### src/hw/rtl/msrr_pkg.sv
// ----------------------------------------------------------------------------
// msrr_pkg
// Shared types and codes for the multi-stage range remap block.
// ----------------------------------------------------------------------------
package msrr_pkg;

  localparam int unsigned WORD_W = 32;

  // mode codes of an input word
  localparam logic [1:0] MODE_WRITE     = 2'd0;
  localparam logic [1:0] MODE_XLATE     = 2'd1;
  localparam logic [1:0] MODE_CLEAR_LOW = 2'd2;

  typedef struct packed {
    logic [WORD_W-1:0] dest;
    logic [WORD_W-1:0] src;
    logic [WORD_W-1:0] len;
  } entry_t;

  typedef enum logic [1:0] {
    ST_CLEAR,
    ST_IDLE,
    ST_SCAN,
    ST_FINISH
  } state_t;

  typedef struct packed {
    logic clear_step;
    logic wr_entry;
    logic clr_low;
    logic start_scan;
    logic scan;
    logic finish;
  } cmd_t;

  typedef struct packed {
    logic clear_done;
    logic scan_done;
  } status_t;

endpackage

### src/hw/rtl/msrr_ctrl.sv
// ----------------------------------------------------------------------------
// msrr_ctrl
// Controller: table clearing pass, command decode and scan sequencing.
// ----------------------------------------------------------------------------
module msrr_ctrl
  import msrr_pkg::*;
(
  input  logic       clk,
  input  logic       rst,
  input  logic       start,
  input  logic [1:0] mode,
  input  status_t    status,
  output cmd_t       cmd,
  output logic       busy
);

  state_t state;
  state_t state_next;
  logic   take;

  assign take = start && (state == ST_IDLE);

  always_ff @(posedge clk) begin
    if (rst) begin
      state <= ST_CLEAR;
    end else begin
      state <= state_next;
    end
  end

  always_comb begin
    state_next = state;
    unique case (state)
      ST_CLEAR: begin
        if (status.clear_done) state_next = ST_IDLE;
      end
      ST_IDLE: begin
        if (start && mode == MODE_XLATE) state_next = ST_SCAN;
      end
      ST_SCAN: begin
        if (status.scan_done) state_next = ST_FINISH;
      end
      ST_FINISH: begin
        state_next = ST_IDLE;
      end
      default: begin
        state_next = ST_IDLE;
      end
    endcase
  end

  always_comb begin
    cmd            = '0;
    cmd.clear_step = (state == ST_CLEAR);
    cmd.wr_entry   = take && (mode == MODE_WRITE);
    cmd.clr_low    = take && (mode == MODE_CLEAR_LOW);
    cmd.start_scan = take && (mode == MODE_XLATE);
    cmd.scan       = (state == ST_SCAN);
    cmd.finish     = (state == ST_FINISH);
    busy           = (state != ST_IDLE);
  end

`ifndef SYNTH
  a_scan_follows_take: assert property (@(posedge clk) disable iff (rst)
    cmd.start_scan |=> state == ST_SCAN)
    else $error("translate word accepted but scan not entered");

  a_scan_done_in_scan: assert property (@(posedge clk) disable iff (rst)
    status.scan_done |-> state == ST_SCAN)
    else $error("scan completion outside scan state");
`endif

endmodule

### config.mk
export PLATFORM = sky130hd
export DESIGN_NAME = msrr_ctrl
export DESIGN_NICKNAME = d
export VERILOG_FILES = /design/src/hw/rtl/msrr_pkg.sv /design/src/hw/rtl/msrr_ctrl.sv
export SDC_FILE = /design/constraint.sdc
export NUM_CORES = 1
export LEC_CHECK = 0
export BUFFER_PORTS_ARGS = -buffer_cell sky130_fd_sc_hd__buf_2
export CAP_MARGIN = 20
export CORE_AREA = 2 2 39 41
export CTS_BUF_LIST = sky130_fd_sc_hd__clkbuf_2
export DETAILED_ROUTE_END_ITERATION = 10
export DIE_AREA = 0 0 41 43
export SLEW_MARGIN = 20
export SYNTH_ARGS = -nofsm -noshare
export SYNTH_HDL_FRONTEND = slang
export SYNTH_SLANG_ARGS = --single-unit
export TNS_END_PERCENT = 5
### constraint.sdc
create_clock -name clk -period 1.84 [get_ports clk]
set_clock_uncertainty 0.05 [all_clocks]
set_input_delay 0.276 -clock clk [delete_from_list [all_inputs] [get_ports clk]]
set_output_delay 0.276 -clock clk [all_outputs]
set_load 0.01 [all_outputs]
# Word level (Yosys, flattened, before mapping)
# Cells that the tools add are included.
# Widths: inputs -> output; s select.
dict set report word_totals {
  regBits 2
  input_bits 7
  output_inout_bits 7
  wordCells 22
}
dict set report op_classes {
  eq_ne 9
  mux 4
  n_reduce_logical 8
}
# op n
set ops {}
lappend ops {{$pmux 2 s4} 1}
lappend ops {{$eq 2x2->1 const B} 3}
lappend ops {{$mux 2} 3}
lappend ops {{$logic_and 1x1->1} 5}
lappend ops {{$eq 2x1->1 const B} 2}
lappend ops {{$logic_not 2->1} 2}
lappend ops {{$ne 2x1->1 const B} 2}
lappend ops {{$ne 2x2->1 const B} 2}
lappend ops {{$reduce_and 3->1} 1}

# Depth between registers and ports, before layout
dict set report depth {
  depth_word 4
  ltp_mapped 5
  ltp_nobuf 5
}

# Least setup slack after synthesis
# OpenSTA, ideal clock, no wires.
dict set report synth_timing {
  path_type {flip-flop to flip-flop}
  startpoint {register state[0]}
  endpoint {register state[0]}
  setup_time_ps 70
  t_arrival_ps 1240
  required_ps 1720
  setup_slack_ps 480
  stages_incl_launch_ff 6
  n_path_buf 0
  period_less_slack_ps 1360
  path_cell_list {dfxtp_1 inv_1 ha_1 nor2b_4 or3_1 a21oi_1}
}
# item line
set synth_lines {}
lappend synth_lines {{start, declared} msrr_ctrl.sv:17} ;# state_t state;
lappend synth_lines {{start signal, assigned} msrr_ctrl.sv:27} ;# state <= state_next;

==> qor.txt <==
clock slew at reported path FFs - 0.03 ns
path type of the worst setup path - flop to output pin
Hold-fix buffers, CTS - 0
ys async rst share - 0%
post-synthesis simple-gate area fraction - 36.6%
Mapped Cells - 23
Largest register FFs - 2
DP Wirelength - 373 um
Avg Inst Size Synth - 9.36 um2
Syn Nets - 34
CTS tree - built
vias - 207
final worst hold slack - 0.230 ns
post-CTS setup buffer count - 0
Buffers on Ports - 13
number of synthesis warnings - 0
Diodes inserted - 0
mapped cell area - 215 um2
final number of setup-violating endpoints - 0
GRT Util Overall - 6.71%
drt wl/cell - 8.09 um
largest net degree at the start of global routing - 5
leakage power - 0.000170 uW
number of core rows - 14
DR vias/cell - 3.76
drt pass-1 iters - 1
Synth Area in Compound Gates - 11.6%
Post-Route WL - 445 um
Post-synth EDFFs - 0
first-pass GRT wire length - 724 um
Clock Latency Late Sink - 0.19 ns
initial antenna violation count - 0
clk sink count - 2
core area - 1380 um2
Final Max Slew Viols - 0
Top reg by flops - state
crit path time final - 1.55 ns
Final Non-Filler Cells - 55
vias in the first global route - 206
CP Data Required Time - 1.51 ns
unrepaired setup endpoints after global routing - no
Die W - 41 um
Slew @ Worst Pin - 0.223 ns
mux cell area share after synthesis - 4.65%
FMAX - 645 MHz
total grt overflow - 0
Yosys cell types - 16
IO Pins - 14
MaxCap Viol Count - 0
CTS buffer count - 3
Post-synth top cells - ha_1 (4), inv_1 (3), dfxtp_1 (2), nand2b_1 (2)
DR DRC count - 0
Die Area - 1760 um2
Initial DRC Count - 0
share of the synthesized area in the top cell type - 23.3%
Post-Synth XOR/XNOR Area - 0%
H-tree lvl count - 1
GPL Wtd Cong - 0.666
Pwr Density - 1100 nW/um2
Area growth syn-to-layout - 46.5%
Peak VDD IR - 0.256 mV
hold crit path type - input pin to flop
share of cells above drive strength 1 - 48.7%
Startpoint Class - flop
period utilization - 84.3%
largest registers - state: 2 flops
critical path arrival - 1.22 ns
sequential area share after synthesis - 18.6%
post-route ant nets - 0
status - completed
Max Root-Sink Buffers - 2
main combinational cell family by area after synthesis - simple AND/OR/NAND/NOR gates
post-synthesis register bit count - 2
endpoints failing hold - 0
largest fanout on the critical path - 4
area leader, netlist - ha_1
slew margin rel. - 85.1%
Root Driver - clkbuf_2
effective utilization at floorplan - 15.6%
Fillers - 168
crit end category - output pin
post_cts resized - 0
Nets - 52
Die H - 43 um
placed insts - 52
prevailing post-synth register cell - dfxtp_1
top-count cell post-synth - ha_1
fraction of the mapped netlist area in adder cells - 23.3%
TNS Setup - 0 ns
Area contributors post-synth - ha_1 (23%), dfxtp_1 (19%), nand3b_4 (9.3%), nor2b_4 (6.4%), a211oi_2 (5.8%)
## per-stage QoR
step	total power (uW)	worst slack (ns)	area [um2]	util (%)
after floorplan	223	0.480	215	-
after global placement	282	0.439	300	21.7
after detailed placement	283	0.433	300	21.7
after CTS	358	0.256	315	22.8
after global routing	386	0.0605	315	22.8
final	345	0.289	315	22.8
## placed cells by master, fill, tap and decap left out, types with 2 or more instances in the layout
cell,n
nand2b_1,2
ha_1,4
dfxtp_1,2
clkbuf_2,3
buf_2,13
inv_1,3
## report_power, final
part	total, uW	internal [uW]	switching [uW]
Sequential	79.1	61.1	18.0
Combinational	199	97.1	102
Clock	67.4	43.3	24.1
Total	345	202	144
## final cells by class
| class | count | area [um2] | share of cell area, % |
|---|---|---|---|
| sequential | 2 | 40.0 | 12.7 |
| multi-input combinational | 18 | 164 | 52.0 |
| timing repair buffer | 13 | 65.1 | 20.6 |
| inverter | 3 | 11.3 | 3.57 |
| clock buffer | 3 | 15.0 | 4.76 |
| tap | 16 | 20.0 | 6.35 |
## worst paths after layout
check / start / end / slack (ns) / cells past startpoint
worst max-delay path: state[1] / cmd[3] / 0.29 / 5
worst max register to register: state[0] / state[0] / 0.44 / 5
worst min register to register: state[1] / state[1] / 0.46 / 2
worst min-delay path: rst / state[0] / 0.23 / 2
## per-layer routing
layer  up-vias  global-route usage, %  wire (um)
li1        110                      -          -
met1        93                   5.10        168
met2         4                   10.3        254
met3         0                   3.14         23
met4         0                   8.00          0
met5         -                      0          0
## cell families after synthesis
family / Yosys count
DFF: 2
AOI/OAI and AO/OA: 3
and+or+nand+nor: 10
adders and majority gates: 4
buffers and inverters: 3
muxes: 1
## critical path, cell delays in order, from the launching register on
cell	delay [ns]
dfxtp_1	0.33
inv_1	0.08
ha_1	0.21
nand2_1	0.09
nor3b_1	0.18
buf_2	0.15
Note: power is estimated with default switching activity, not from simulation.
